**config.mk**
```make
export PLATFORM = sky130hd
export DESIGN_NAME = decimated_level_averager_unit
export DESIGN_NICKNAME = d
export VERILOG_FILES = /design/src/rtl/dla_pkg.sv /design/src/rtl/dla_in_reg.sv /design/src/rtl/dla_core.sv /design/src/rtl/decimated_level_averager_unit.sv
export SDC_FILE = /design/constraint.sdc
export NUM_CORES = 1
export LEC_CHECK = 0
export BUFFER_PORTS_ARGS = -buffer_cell sky130_fd_sc_hd__buf_2
export CAP_MARGIN = 20
export CORE_MARGIN = 5
export CORE_UTILIZATION = 40
export DETAILED_ROUTE_END_ITERATION = 8
export GPL_TIMING_DRIVEN = 1
export PLACE_DENSITY = 0.67
export SYNTH_ARGS = -nofsm -noshare
export SYNTH_HDL_FRONTEND = slang
export SYNTH_SLANG_ARGS = --single-unit
export TNS_END_PERCENT = 5
```
**constraint.sdc**
```tcl
create_clock -name clk -period 9.6 [get_ports clk]
set_clock_uncertainty 0.05 [all_clocks]
set_input_delay 1.92 -clock clk [delete_from_list [all_inputs] [get_ports clk]]
set_output_delay 1.92 -clock clk [all_outputs]
set_load 0.005 [all_outputs]
```
**src/rtl/dla_pkg.sv**
```systemverilog
// ----------------------------------------------------------------------------
// dla_pkg: shared types and constants of the decimated level averager
// Holds the operation codes, the request structure passed between the input
// register and the level core, and the constants of the averaging arithmetic.
// ----------------------------------------------------------------------------
package dla_pkg;

    // Number of taken samples that make up one average.
    localparam int AVG_SAMPLES = 10;

    // Spacing between taken samples: base plus the low bits of the taken sample.
    localparam int STRIDE_BASE = 80;
    localparam int STRIDE_BITS = 5;

    // Widths of the running state.
    localparam int SUM_W   = 11;
    localparam int COUNT_W = 4;
    localparam int SKIP_W  = 7;
    localparam int LEVEL_W = 8;

    // Division of the running sum by AVG_SAMPLES as a multiplication by a
    // rounded-up reciprocal. With a sum below 2**SUM_W and AVG_SAMPLES at most
    // 15 the error stays below one unit for a shift of 20.
    localparam int RECIP_SHIFT = 20;
    localparam int RECIP_W     = RECIP_SHIFT + 1;
    localparam int AVG_RECIP   = ((2 ** RECIP_SHIFT) + AVG_SAMPLES - 1) / AVG_SAMPLES;
    localparam int PROD_W      = SUM_W + RECIP_W;

    // Operation codes of a request.
    typedef enum logic [1:0] {
        OP_SAMPLE = 2'd0,
        OP_INIT   = 2'd1,
        OP_CLOSE  = 2'd2
    } dla_op_e;

    // One request as held in the input register.
    typedef struct packed {
        logic [1:0]        op;
        logic signed [7:0] sample;
        logic              frame_start;
    } dla_item_t;

endpackage

```
**src/rtl/dla_in_reg.sv**
```systemverilog
// ----------------------------------------------------------------------------
// dla_in_reg: input register of the decimated level averager
// Captures one request per cycle while it is free and holds it until the level core takes it.
// ----------------------------------------------------------------------------
module dla_in_reg (
    input  logic               clk,
    input  logic               rst_n,
    input  logic               in_valid,
    output logic               in_ready,
    input  dla_pkg::dla_item_t in_item,
    input  logic               item_take,
    output logic               item_valid,
    output dla_pkg::dla_item_t item
);

    logic               valid_reg;
    logic               valid_next;
    dla_pkg::dla_item_t item_reg;

    // The register is free when empty or when its request leaves this cycle.
    assign in_ready = !valid_reg || item_take;

    always_comb
    begin
        valid_next = valid_reg;
        if (in_valid && in_ready)
        begin
            valid_next = 1'b1;
        end
        else if (item_take)
        begin
            valid_next = 1'b0;
        end
    end

    // Control bit under reset.
    always_ff @(posedge clk or negedge rst_n)
    begin
        if (!rst_n)
        begin
            valid_reg <= 1'b0;
        end
        else
        begin
            valid_reg <= valid_next;
        end
    end

    // Payload is loaded without reset.
    always_ff @(posedge clk)
    begin
        if (in_valid && in_ready)
        begin
            item_reg <= in_item;
        end
    end

    assign item_valid = valid_reg;
    assign item       = item_reg;

endmodule

```
**src/rtl/dla_core.sv**
```systemverilog
// ----------------------------------------------------------------------------
// dla_core: level tracking state and result register
// Updates the running sum, count and skip state for one request per cycle
// while the result register can take it, and writes the level and update flag into the result register.
// ----------------------------------------------------------------------------
module dla_core (
    input  logic                                clk,
    input  logic                                rst_n,
    input  logic                                item_valid,
    input  dla_pkg::dla_item_t                  item,
    output logic                                item_take,
    output logic                                out_valid,
    input  logic                                out_ready,
    output logic [dla_pkg::LEVEL_W-1:0]         mouth_level,
    output logic                                level_updated
);

    logic [dla_pkg::SUM_W-1:0]   sum_reg,   sum_next;
    logic [dla_pkg::COUNT_W-1:0] count_reg, count_next;
    logic [dla_pkg::SKIP_W-1:0]  skip_reg,  skip_next;
    logic                        full_reg,  full_next;
    logic [dla_pkg::LEVEL_W-1:0] level_reg, level_next;
    logic                        out_valid_reg, out_valid_next;
    logic [dla_pkg::LEVEL_W-1:0] res_level_reg;
    logic                        res_updated_reg;
    logic                        updated;

    logic [7:0]                  magnitude;
    logic [dla_pkg::SUM_W-1:0]   sum_inc;
    logic [dla_pkg::COUNT_W-1:0] count_inc;
    logic [dla_pkg::SKIP_W-1:0]  skip_taken;
    logic [dla_pkg::PROD_W-1:0]  product;
    logic [dla_pkg::LEVEL_W-1:0] quotient;
    logic                        skip_cur;
    logic                        full_cur;

    // A request moves on when the result register is empty or being emptied.
    assign item_take = item_valid && (!out_valid_reg || out_ready);

    // Absolute value of the sample; the most negative code gives 128.
    assign magnitude = item.sample[7] ? (~item.sample + 8'd1) : item.sample;

    assign sum_inc   = sum_reg + {{(dla_pkg::SUM_W - 8){1'b0}}, magnitude};
    assign count_inc = count_reg + {{(dla_pkg::COUNT_W - 1){1'b0}}, 1'b1};

    // Distance to the next taken sample, less the one being taken now.
    assign skip_taken = dla_pkg::SKIP_W'(dla_pkg::STRIDE_BASE - 1)
                      + {{(dla_pkg::SKIP_W - dla_pkg::STRIDE_BITS){1'b0}},
                         item.sample[dla_pkg::STRIDE_BITS-1:0]};

    // Sum divided by the averaging length through the reciprocal.
    assign product  = {{dla_pkg::RECIP_W{1'b0}}, sum_inc}
                    * dla_pkg::PROD_W'(dla_pkg::AVG_RECIP);
    assign quotient = product[dla_pkg::RECIP_SHIFT +: dla_pkg::LEVEL_W];

    // A frame start clears the skip distance and the frame-full flag first.
    assign skip_cur = item.frame_start ? 1'b0 : (skip_reg != '0);
    assign full_cur = item.frame_start ? 1'b0 : full_reg;

    // Next state for the request under way.
    always_comb
    begin
        sum_next   = sum_reg;
        count_next = count_reg;
        skip_next  = skip_reg;
        full_next  = full_reg;
        level_next = level_reg;
        updated    = 1'b0;
        case (item.op)
            dla_pkg::OP_INIT:
            begin
                level_next = '0;
                sum_next   = '0;
                count_next = '0;
            end
            dla_pkg::OP_CLOSE:
            begin
                level_next = '0;
            end
            dla_pkg::OP_SAMPLE:
            begin
                if (item.frame_start)
                begin
                    skip_next = '0;
                    full_next = 1'b0;
                end
                if (!full_cur)
                begin
                    if (!skip_cur)
                    begin
                        sum_next   = sum_inc;
                        count_next = count_inc;
                        skip_next  = skip_taken;
                        if (count_inc >= dla_pkg::COUNT_W'(dla_pkg::AVG_SAMPLES))
                        begin
                            level_next = quotient;
                            sum_next   = '0;
                            count_next = '0;
                            full_next  = 1'b1;
                            updated    = 1'b1;
                        end
                    end
                    else
                    begin
                        skip_next = skip_reg - {{(dla_pkg::SKIP_W - 1){1'b0}}, 1'b1};
                    end
                end
            end
            default:
            begin
                // Unused code: state is kept and the level is reported.
            end
        endcase
    end

    // Result register occupancy.
    always_comb
    begin
        out_valid_next = out_valid_reg;
        if (item_take)
        begin
            out_valid_next = 1'b1;
        end
        else if (out_ready)
        begin
            out_valid_next = 1'b0;
        end
    end

    // Tracking state and result occupancy under reset.
    always_ff @(posedge clk or negedge rst_n)
    begin
        if (!rst_n)
        begin
            sum_reg       <= '0;
            count_reg     <= '0;
            skip_reg      <= '0;
            full_reg      <= 1'b0;
            level_reg     <= '0;
            out_valid_reg <= 1'b0;
        end
        else
        begin
            out_valid_reg <= out_valid_next;
            if (item_take)
            begin
                sum_reg   <= sum_next;
                count_reg <= count_next;
                skip_reg  <= skip_next;
                full_reg  <= full_next;
                level_reg <= level_next;
            end
        end
    end

    // Result payload.
    always_ff @(posedge clk)
    begin
        if (item_take)
        begin
            res_level_reg   <= level_next;
            res_updated_reg <= updated;
        end
    end

    assign out_valid     = out_valid_reg;
    assign mouth_level   = res_level_reg;
    assign level_updated = res_updated_reg;

endmodule

```
**src/rtl/decimated_level_averager_unit.sv**
```systemverilog
// ----------------------------------------------------------------------------
// decimated_level_averager_unit: loudness tracker for mouth animation
// Averages the magnitude of decimated 8-bit audio samples per playback frame.
// ----------------------------------------------------------------------------
// Usage:
//   Requests enter on in_valid/in_ready with op, sample and frame_start.
//   Op 0 feeds an audio sample, op 1 clears level, sum and count, op 2
//   clears the level only. Every request gives exactly one result on
//   out_valid/out_ready carrying mouth_level and level_updated.
//   An accepted request is held in the input register, and its result is
//   written into the result register when the core takes it, where
//   out_valid shows it. Throughput is one request per cycle while the
//   receiver keeps up, set by the combinational update of the level state
//   between the two registers.
//   When the receiver stalls, the result register holds its result and the
//   input register still takes one more request; after that in_ready drops
//   until the result is taken.
//   Reset clears the level, running sum, count, skip distance and frame
//   flag, and empties both registers; in_ready is high straight after.
// ----------------------------------------------------------------------------
module decimated_level_averager_unit (
    input  logic              clk,
    input  logic              rst_n,
    input  logic              in_valid,
    output logic              in_ready,
    input  logic [1:0]        op,
    input  logic signed [7:0] sample,
    input  logic              frame_start,
    output logic              out_valid,
    input  logic              out_ready,
    output logic [7:0]        mouth_level,
    output logic              level_updated
);

    dla_pkg::dla_item_t in_item;
    dla_pkg::dla_item_t item;
    logic               item_valid;
    logic               item_take;

    assign in_item.op          = op;
    assign in_item.sample      = sample;
    assign in_item.frame_start = frame_start;

    // Input register.
    dla_in_reg u_in_reg (
        .clk        (clk),
        .rst_n      (rst_n),
        .in_valid   (in_valid),
        .in_ready   (in_ready),
        .in_item    (in_item),
        .item_take  (item_take),
        .item_valid (item_valid),
        .item       (item)
    );

    // Level state and result register.
    dla_core u_core (
        .clk           (clk),
        .rst_n         (rst_n),
        .item_valid    (item_valid),
        .item          (item),
        .item_take     (item_take),
        .out_valid     (out_valid),
        .out_ready     (out_ready),
        .mouth_level   (mouth_level),
        .level_updated (level_updated)
    );

    // An empty result register never holds back the input side.
    a_ready_when_empty: assert property (@(posedge clk) disable iff (!rst_n)
        !out_valid |-> in_ready)
        else $error("in_ready low while no result is pending");

    // A fresh average never exceeds the largest magnitude.
    a_level_range: assert property (@(posedge clk) disable iff (!rst_n)
        (out_valid && level_updated) |-> (mouth_level <= 8'd128))
        else $error("averaged level out of range");

    // Accepting while the output is stalled fills the input register.
    a_stall_backpressure: assert property (@(posedge clk) disable iff (!rst_n)
        (in_valid && in_ready && out_valid && !out_ready) |=> !in_ready || out_ready)
        else $error("input register overrun under output stall");

endmodule

```
==> results of run 1 <==
## area by class of cell
cell class              instances  area share (%)
multi-input cells             393            59.8
flip-flops and latches         53            24.5
inverters                     100            6.44
well taps                     176            3.78
clock buffers                   5            2.15
repair buffers                 25            2.15
clock inverters                 3            1.18
## stage by stage
stage          util [%]  instances
6_report           44.4        755
5_1_grt            44.4        755
4_1_cts            44.4        755
3_5_place_dp       42.9        747
3_3_place_gp       42.9        747
2_1_floorplan         -        554
## layout by cell type (no fill, tap or decap), types with 11 or more instances in the layout
| cell type | synthesis | layout |
|---|---|---|
| inv_1 | 99 | 99 |
| ha_1 | 84 | 84 |
| nand2_1 | 46 | 46 |
| fa_1 | 39 | 39 |
| dfrtp_1 | 33 | 33 |
| o21ai_0 | 32 | 32 |
| buf_2 | 1 | 25 |
| nor2_1 | 24 | 24 |
| edfxtp_1 | 20 | 20 |
| a21oi_1 | 19 | 19 |
| a22o_1 | 14 | 14 |
| xnor2_1 | 13 | 13 |
| nand2b_1 | 11 | 11 |
## path summary, 6_finish.rpt
kind	from	endpoint	slack (ns)	cells past startpoint
setup reg to reg	u_in_reg.item[1]$_DFFE_PP_	u_core.mouth_level[4]$_DFFE_PP_	1.58	28
setup / recovery	u_in_reg.item[1]$_DFFE_PP_	u_core.mouth_level[4]$_DFFE_PP_	1.58	28
hold / removal	u_core.level_reg[2]$_DFFE_PN0P_	u_core.level_reg[2]$_DFFE_PN0P_	0.45	1
max in group asynchronous	rst_n	u_core.sum_reg[9]$_DFFE_PN0P_	7.34	1
hold reg to reg	u_core.level_reg[2]$_DFFE_PN0P_	u_core.level_reg[2]$_DFFE_PN0P_	0.45	1
min in group asynchronous	rst_n	u_core.level_reg[3]$_DFFE_PN0P_	1.66	1
## logic make-up after synthesis
| kind of cell | synth area share (%) |
|---|---|
| adders and majority gates | 34.4 |
| AOI/OAI and AO/OA | 15.3 |
| xor gates and xnor gates | 3.78 |
| buffers and inverters | 7.64 |
| and+or+nand+nor | 11.9 |
| DFF | 26.8 |
| muxes | 0.212 |
## layer usage
layer  routed length (µm)  vias to the layer above
met5                    0                        -
met4                   65                        0
met3                  386                        7
met2                 5270                       74
met1                 5280                     1958
li1                     -                     1941
==> impl_metrics.env, run 1 <==
export IMPL_outcome="finished, final reports clean"
export IMPL_yosysWarnings=0
export IMPL_cts_resized=0
export IMPL_synth_most_common_cell="inv_1"
export IMPL_root_buffer="clkbuf_16"
export IMPL_ff_latch_area_um2=1430
export IMPL_yosys_top_cells_area="ha_1 (20%), dfrtp_1 (16%), fa_1 (15%)"
export IMPL_period_needed_ns=8.02
export IMPL_cp_top_family="adder cells"
export IMPL_cp_arrival_ns=8.02
export IMPL_multi_input_area_um2=3490
export IMPL_final_area_um2=5830
export IMPL_use_met1_pct=20.4
export IMPL_use_met2_pct=24.0
export IMPL_placed_cell_area_um2=5640
export IMPL_gr_max_usage_layer="met2"
export IMPL_ys_seq_area_share_pct=26.8
export IMPL_postSynthCellCount=554
export IMPL_ys_seq_elements=53
export IMPL_antenna_found_initial=0
export IMPL_synth_cell_types=58
export IMPL_die_area_um2=15700
export IMPL_antenna_cells=0
export IMPL_grt_max_degree=34
export IMPL_holdBufCountCts=0
export IMPL_synth_edff_count=20
export IMPL_cts_htree_levels=2
export IMPL_synth_common_cells="inv_1 (99), ha_1 (84), nand2_1 (46)"
export IMPL_cts_buffers=5
export IMPL_setup_tns_ns=0
export IMPL_syn_to_final_growth_pct=9.54
export IMPL_clockBufferDepth=2
export IMPL_finalHoldViolations=0
export IMPL_dpl_hpwl_um=9140
export IMPL_finalWirelength_um=11000
export IMPL_path_class="flop to flop"
export IMPL_setup_viol=0
export IMPL_slowest_stage="a2111oi_0"
export IMPL_synthArstFlopShare_pct=62.3
export IMPL_grt_pass1_vias=4047
export IMPL_hp_class="flop to flop"
export IMPL_hold_ws_ns=0.452
export IMPL_die_w_um=125
export IMPL_drt_iter0_markers=246
export IMPL_cts_setup_buffers=0
export IMPL_grt_overflow=0
export IMPL_start_util_pct=40.5
export IMPL_synth_top_area_share_pct=19.7
export IMPL_synth_top_flop_cell="dfrtp_1"
export IMPL_use_met3_pct=2.09
export IMPL_min_period_over_period_pct=83.5
export IMPL_cp_max_fo=4
export IMPL_via_per_inst=5.27
export IMPL_slew_violations=0
export IMPL_crit_buf_inv=5
export IMPL_fmax_mhz=125
export IMPL_drtPass1Iterations=5
export IMPL_clk_pin_slew_ns=0.07
export IMPL_yosysTopAreaCell="ha_1"
export IMPL_slew_headroom_pct=36.9
export IMPL_io_pins=26
export IMPL_die_h_um=125
export IMPL_track_usage_pct=14.4
export IMPL_wl_per_cell_um=14.6
export IMPL_setup_slack_ns=1.58
export IMPL_worstSkewPairLatency_ns=0.30
export IMPL_cts_sinks=53
export IMPL_syn_nets=692
export IMPL_vias=3980
export IMPL_rsz0062_at_grt="false"
export IMPL_end_kind="flop"
export IMPL_grt_pass1_wl_um=19000
export IMPL_max_stage_delay_ns=0.60
export IMPL_synth_area_um2=5320
export IMPL_cts_tree="yes"
export IMPL_drc=0
export IMPL_avgSynthCellArea_um2=9.61
export IMPL_io_buffers=25
export IMPL_rows=42
export IMPL_timing_max_cap_violations=0
export IMPL_tightest_slew_ns=0.940
export IMPL_place_gp_congestion=0.941
export IMPL_fin_nets=716
export IMPL_crit_top_cell="inv_1"
export IMPL_coreArea_um2=13100
export IMPL_worstSetupStartpointType="flop"
export IMPL_dp_slack_ns=1.59
export IMPL_ant_nets=0
export IMPL_required_ns=9.60
export IMPL_fillers=1257
export IMPL_layout_drive_gt1_share_pct=7.77
Power of run 1 is not shown: default switching activity piles up to over one toggle a cycle in this logic, so the estimate is an artifact.
==> run 2, diff against run 1 <==
- ABC_AREA: not set -> 1
- PLACE_DENSITY: 0.67 -> 0.69
- clock period: 9.6 -> 6.95 ns (I/O delays scaled with it)
==> impl_metrics.env, run 2 <==
export IMPL_outcome="finished, final reports clean"
export IMPL_cts_buffers=5
export IMPL_mostFrequentLayoutCells="nand2_1 (176), inv_1 (162), ha_1 (84), nor2_1 (40)"
export IMPL_ant_nets=0
export IMPL_synth_top_flop_cell="dfrtp_1"
export IMPL_finalWirelength_um=12700
export IMPL_syn_to_final_growth_pct=8.70
export IMPL_fin_nets=908
export IMPL_die_w_um=131
export IMPL_cts_sinks=53
export IMPL_hold_ws_ns=0.433
export IMPL_yosysTopAreaCell="ha_1"
export IMPL_required_ns=6.95
export IMPL_cts_htree_levels=2
export IMPL_antenna_cells=0
export IMPL_min_to="u_core.skip_reg[6]$_DFFE_PN0P_"
export IMPL_synth_most_common_cell="nand2_1"
export IMPL_ys_seq_area_share_pct=24.4
export IMPL_cp_top_family="adder cells"
export IMPL_root_buffer="clkbuf_16"
export IMPL_fmax_mhz=153
export IMPL_final_area_um2=6350
export IMPL_via_per_inst=4.86
export IMPL_synth_area_um2=5840
export IMPL_layout_drive_gt1_share_pct=7.78
export IMPL_ys_seq_elements=53
export IMPL_slew_headroom_pct=45.2
export IMPL_die_area_um2=17100
export IMPL_slowest_stage="fa_1"
export IMPL_min_period_over_period_pct=93.8
export IMPL_rsz0062_at_grt="true"
export IMPL_yosys_top_cells_area="ha_1 (18%), dfrtp_1 (14%), fa_1 (13%)"
export IMPL_syn_nets=878
export IMPL_setup_viol=0
export IMPL_io_buffers=25
export IMPL_start_util_pct=40.5
export IMPL_crit_buf_inv=8
export IMPL_avgSynthCellArea_um2=7.89
export IMPL_antenna_found_initial=0
export IMPL_synth_top_area_share_pct=18.0
export IMPL_fillers=1442
export IMPL_synth_common_cells="nand2_1 (176), inv_1 (163), ha_1 (84)"
export IMPL_cp_max_fo=5
export IMPL_cp_arrival_ns=6.52
export IMPL_clockBufferDepth=2
export IMPL_hp_class="flop to flop"
export IMPL_die_h_um=131
export IMPL_track_usage_pct=16.1
export IMPL_drtPass1Iterations=5
export IMPL_slew_violations=0
export IMPL_final_core_util_pct=44.0
export IMPL_holdBufCountCts=0
export IMPL_postSynthCellCount=740
export IMPL_synthArstFlopShare_pct=62.3
export IMPL_period_needed_ns=6.52
export IMPL_final_cells=955
export IMPL_r2r_start="u_in_reg.item[1]$_DFFE_PP_"
export IMPL_vias=4638
export IMPL_grt_pass1_wl_um=22100
export IMPL_worstSkewPairLatency_ns=0.29
export IMPL_io_pins=26
export IMPL_coreArea_um2=14400
export IMPL_rows=44
export IMPL_reg2reg_depth=35
export IMPL_grt_pass1_vias=4709
export IMPL_end_kind="flop"
export IMPL_grt_overflow=0
export IMPL_reg2reg_slack_ns=0.43
export IMPL_drc=0
export IMPL_whs_path_depth=1
export IMPL_wl_per_cell_um=13.3
export IMPL_place_gp_congestion=0.945
export IMPL_crit_top_cell="nand2_1"
export IMPL_placed_cell_area_um2=6170
export IMPL_drt_iter0_markers=303
export IMPL_timing_max_cap_violations=0
export IMPL_dpl_hpwl_um=10900
export IMPL_yosysWarnings=0
export IMPL_timing_rr_end="u_core.mouth_level[7]$_DFFE_PP_"
export IMPL_finalHoldViolations=0
export IMPL_worstSetupStartpointType="flop"
export IMPL_synth_edff_count=20
export IMPL_grt_max_degree=34
export IMPL_max_stage_delay_ns=0.58
export IMPL_path_class="flop to flop"
export IMPL_cts_tree="yes"
export IMPL_final_common_cell="nand2_1"
export IMPL_clk_pin_slew_ns=0.07
export IMPL_hp_start="u_core.skip_reg[6]$_DFFE_PN0P_"
export IMPL_place_inst=946
export IMPL_tightest_slew_ns=0.820
export IMPL_synth_cell_types=40
-- run 2: cell count changes after synthesis, moves of 14 or more --
cell,delta
inv_1,+64
nor2_1,+17
nand3_1,+30
nand2_1,+130
o21ai_1,+14
-- run 2: logic make-up (layout without fill, tap and decap cells) --
family          after synthesis  after routing  share of synthesized area [%]
simple gates                286            286                           20.7
fa+ha+maj                   123            123                           31.4
buf+inv                     171            202                           11.4
flops                        53             53                           24.4
xor+xnor                     22             22                           3.56
compound gates               85             85                           8.49
-- run 2: through the flow --
stage	TNS [ns]	setup slack, ns
after global routing	-0.0829	-0.0298
final	0	0.430
after floorplan	0	0.931
after detailed placement	0	0.417
after CTS	0	0.347
after global placement	0	0.457
-- run 2: how the worst max path moves through the flow --
stage	from	to	cells past startpoint
after floorplan	u_in_reg.item[3]$_DFFE_PP_	u_core.mouth_level[7]$_DFFE_PP_	37
after global placement	u_in_reg.item[1]$_DFFE_PP_	u_core.mouth_level[7]$_DFFE_PP_	35
after detailed placement	u_in_reg.item[3]$_DFFE_PP_	u_core.mouth_level[3]$_DFFE_PP_	34
after CTS	u_in_reg.item[1]$_DFFE_PP_	u_core.mouth_level[7]$_DFFE_PP_	35
after global routing	u_in_reg.item[1]$_DFFE_PP_	u_core.level_reg[7]$_DFFE_PN0P_	37
final	u_in_reg.item[1]$_DFFE_PP_	u_core.mouth_level[7]$_DFFE_PP_	35
-- run 2: layout make-up --
| type | count | area, µm² | area share [%] |
|---|---|---|---|
| Clock inverter | 3 | 21.3 | 0.335 |
| Timing Repair Buffer | 28 | 148 | 2.33 |
| Sequential cell | 53 | 1430 | 22.5 |
| Multi-Input combinational cell | 516 | 3770 | 59.4 |
| Tap cell | 184 | 230 | 3.63 |
| Inverter | 166 | 628 | 9.90 |
| Clock buffer | 5 | 125 | 1.97 |
-- run 2: metal layers --
layer	up-vias	part of all wire [%]	global-route usage (%)	wire, µm
met4	0	0.90	2.42	115
met3	12	3.5	2.48	452
met1	2135	49	22.8	6180
met5	-	0	0	0
li1	2397	-	-	-
met2	94	47	26.6	6000
-- run 2: worst register-to-register path, delay by kind of cell (launching register included) --
family	cells	cell delay (ns)
AO/OA/AOI/OAI	2	0.27
XOR/XNOR	1	0.20
adder cells (fa/ha/maj)	8	3.49
buffers and inverters	8	0.58
flip-flops	1	0.36
AND/OR/NAND/NOR	16	1.33
-- run 2: repair_timing --
item                                    CTS  global route
endpoints found under the setup margin    0            16
buffers inserted                          0             1
gates resized for setup                   0             7
Power of run 2 is left out for the same reason.
==> run 3, diff against run 2 <==
- BUFFER_PORTS_ARGS: -buffer_cell sky130_fd_sc_hd__buf_2 -> not set
- DONT_BUFFER_PORTS: not set -> 1
- PLACE_DENSITY: 0.69 -> 0.67
- SLEW_MARGIN: not set -> 20
- clock period: 6.95 -> 5.48 ns (I/O delays scaled with it)
==> impl_metrics.env, run 3 (synthesis gave the netlist of run 2 again) <==
export IMPL_outcome="finished with violations"
export IMPL_violations="negative setup slack"
export IMPL_io_pins=26
export IMPL_io_buffers=0
export IMPL_final_core_util_pct=50.9
export IMPL_end_kind="flop"
export IMPL_vias=4967
export IMPL_die_h_um=131
export IMPL_hold_ws_ns=0.422
export IMPL_crit_buf_inv=6
export IMPL_period_needed_ns=6.08
export IMPL_worstSetupStartpointType="flop"
export IMPL_finalHoldViolations=0
export IMPL_slew_violations=0
export IMPL_clk_pin_slew_ns=0.08
export IMPL_root_buffer="clkbuf_16"
export IMPL_hp_start="u_core.skip_reg[6]$_DFFE_PN0P_"
export IMPL_worstSkewPairLatency_ns=0.30
export IMPL_reg2reg_slack_ns=-0.60
export IMPL_multi_input_area_um2=4170
export IMPL_setup_slack_ns=-0.598
export IMPL_cts_sinks=53
export IMPL_fillers=1324
export IMPL_rows=44
export IMPL_die_area_um2=17100
export IMPL_die_w_um=131
export IMPL_wl_per_cell_um=13.9
export IMPL_slowest_stage="fa_1"
export IMPL_r2r_start="u_in_reg.item[3]$_DFFE_PP_"
export IMPL_slew_headroom_pct=47.2
export IMPL_final_area_um2=7340
export IMPL_placed_cell_area_um2=6770
export IMPL_antenna_found_initial=0
export IMPL_grt_max_degree=34
export IMPL_drc=0
export IMPL_cp_max_fo=3
export IMPL_cts_buffers=5
export IMPL_rsz0062_at_grt="true"
export IMPL_fin_nets=977
export IMPL_mostFrequentLayoutCells="nand2_1 (162), inv_1 (148), buf_4 (95), ha_1 (69), fa_1 (37)"
export IMPL_cts_htree_levels=2
export IMPL_max_stage_delay_ns=0.58
export IMPL_path_class="flop to flop"
export IMPL_drtPass1Iterations=5
export IMPL_setup_viol=16
export IMPL_track_usage_pct=17.2
export IMPL_timing_rr_end="u_core.mouth_level[2]$_DFFE_PP_"
export IMPL_dpl_hpwl_um=11300
export IMPL_cp_arrival_ns=6.08
export IMPL_clockBufferDepth=2
export IMPL_via_per_inst=4.85
export IMPL_finalWirelength_um=14200
export IMPL_layout_drive_gt1_share_pct=24.5
export IMPL_crit_start="u_in_reg.item[3]$_DFFE_PP_"
export IMPL_syn_to_final_growth_pct=25.7
export IMPL_cts_tree="yes"
export IMPL_place_gp_congestion=0.925
export IMPL_final_common_cell="nand2_1"
export IMPL_coreArea_um2=14400
export IMPL_required_ns=5.48
export IMPL_grt_pass1_wl_um=23600
export IMPL_timing_max_cap_violations=0
export IMPL_fmax_mhz=165
export IMPL_whs_path_depth=1
export IMPL_crit_top_cell="nand2_1"
export IMPL_antenna_cells=0
export IMPL_final_cells=1024
export IMPL_ant_nets=0
export IMPL_grt_overflow=0
export IMPL_reg2reg_depth=33
export IMPL_hp_class="flop to flop"
export IMPL_drt_iter0_markers=291
export IMPL_ff_latch_area_um2=1430
export IMPL_start_util_pct=40.5
export IMPL_tightest_slew_ns=0.789
export IMPL_min_to="u_core.skip_reg[6]$_DFFE_PN0P_"
export IMPL_holdBufCountCts=0
export IMPL_grt_pass1_vias=4999
export IMPL_cp_top_family="adder cells"
export IMPL_place_inst=1003
export IMPL_min_period_over_period_pct=111
## run 3: cell count changes in the layout (fill, tap and decap cells not counted), moves of 11 or more
cell	before	now
buf_4	3	95
buf_2	25	0
ha_1	84	69
ha_4	0	15
inv_1	162	148
inv_2	3	17
nand2_1	176	162
nand2_2	9	20
## run 3: metrics by stage
| step | setup TNS (ns) | setup WS [ns] |
|---|---|---|
| 2_1_floorplan | -3.24 | -0.244 |
| 3_3_place_gp | -11.22 | -0.766 |
| 3_5_place_dp | -10.61 | -0.714 |
| 4_1_cts | -8.29 | -0.558 |
| 5_1_grt | -13.75 | -0.880 |
| 6_report | -8.72 | -0.598 |
## run 3: layout make-up
class / count / share of cell area [%]
clock inverters: 3 / 0.324
inverters: 166 / 8.56
multi-input cells: 516 / 56.8
flip-flops and latches: 53 / 19.4
repair buffers: 97 / 10.0
clock buffers: 5 / 1.70
well taps: 184 / 3.14
## run 3: per-layer routing
| metal | GRT usage, % | routed length, µm | vias to the layer above |
|---|---|---|---|
| li1 | - | - | 2534 |
| met1 | 23.2 | 6550 | 2325 |
| met2 | 29.3 | 6940 | 83 |
| met3 | 2.68 | 463 | 25 |
| met4 | 3.75 | 293 | 0 |
| met5 | 0 | 0 | - |
## run 3: repair_timing
action                     in CTS  in global routing
pin swaps                      26                 36
buffers inserted                7                  6
setup endpoints to repair      16                 16
gates resized for setup        28                 42
## run 3: how the worst max path moves through the flow
stage,endpoint,slack (ns),depth (start not counted)
finish,u_core.mouth_level[2]$_DFFE_PP_,-0.60,33
global route,u_core.mouth_level[5]$_DFFE_PP_,-0.88,34
CTS,u_core.mouth_level[2]$_DFFE_PP_,-0.56,30
detailed placement,u_core.mouth_level[5]$_DFFE_PP_,-0.71,33
global placement,u_core.mouth_level[2]$_DFFE_PP_,-0.77,31
floorplan,u_core.mouth_level[5]$_DFFE_PP_,-0.24,34
Power of run 3 is left out for the same reason.
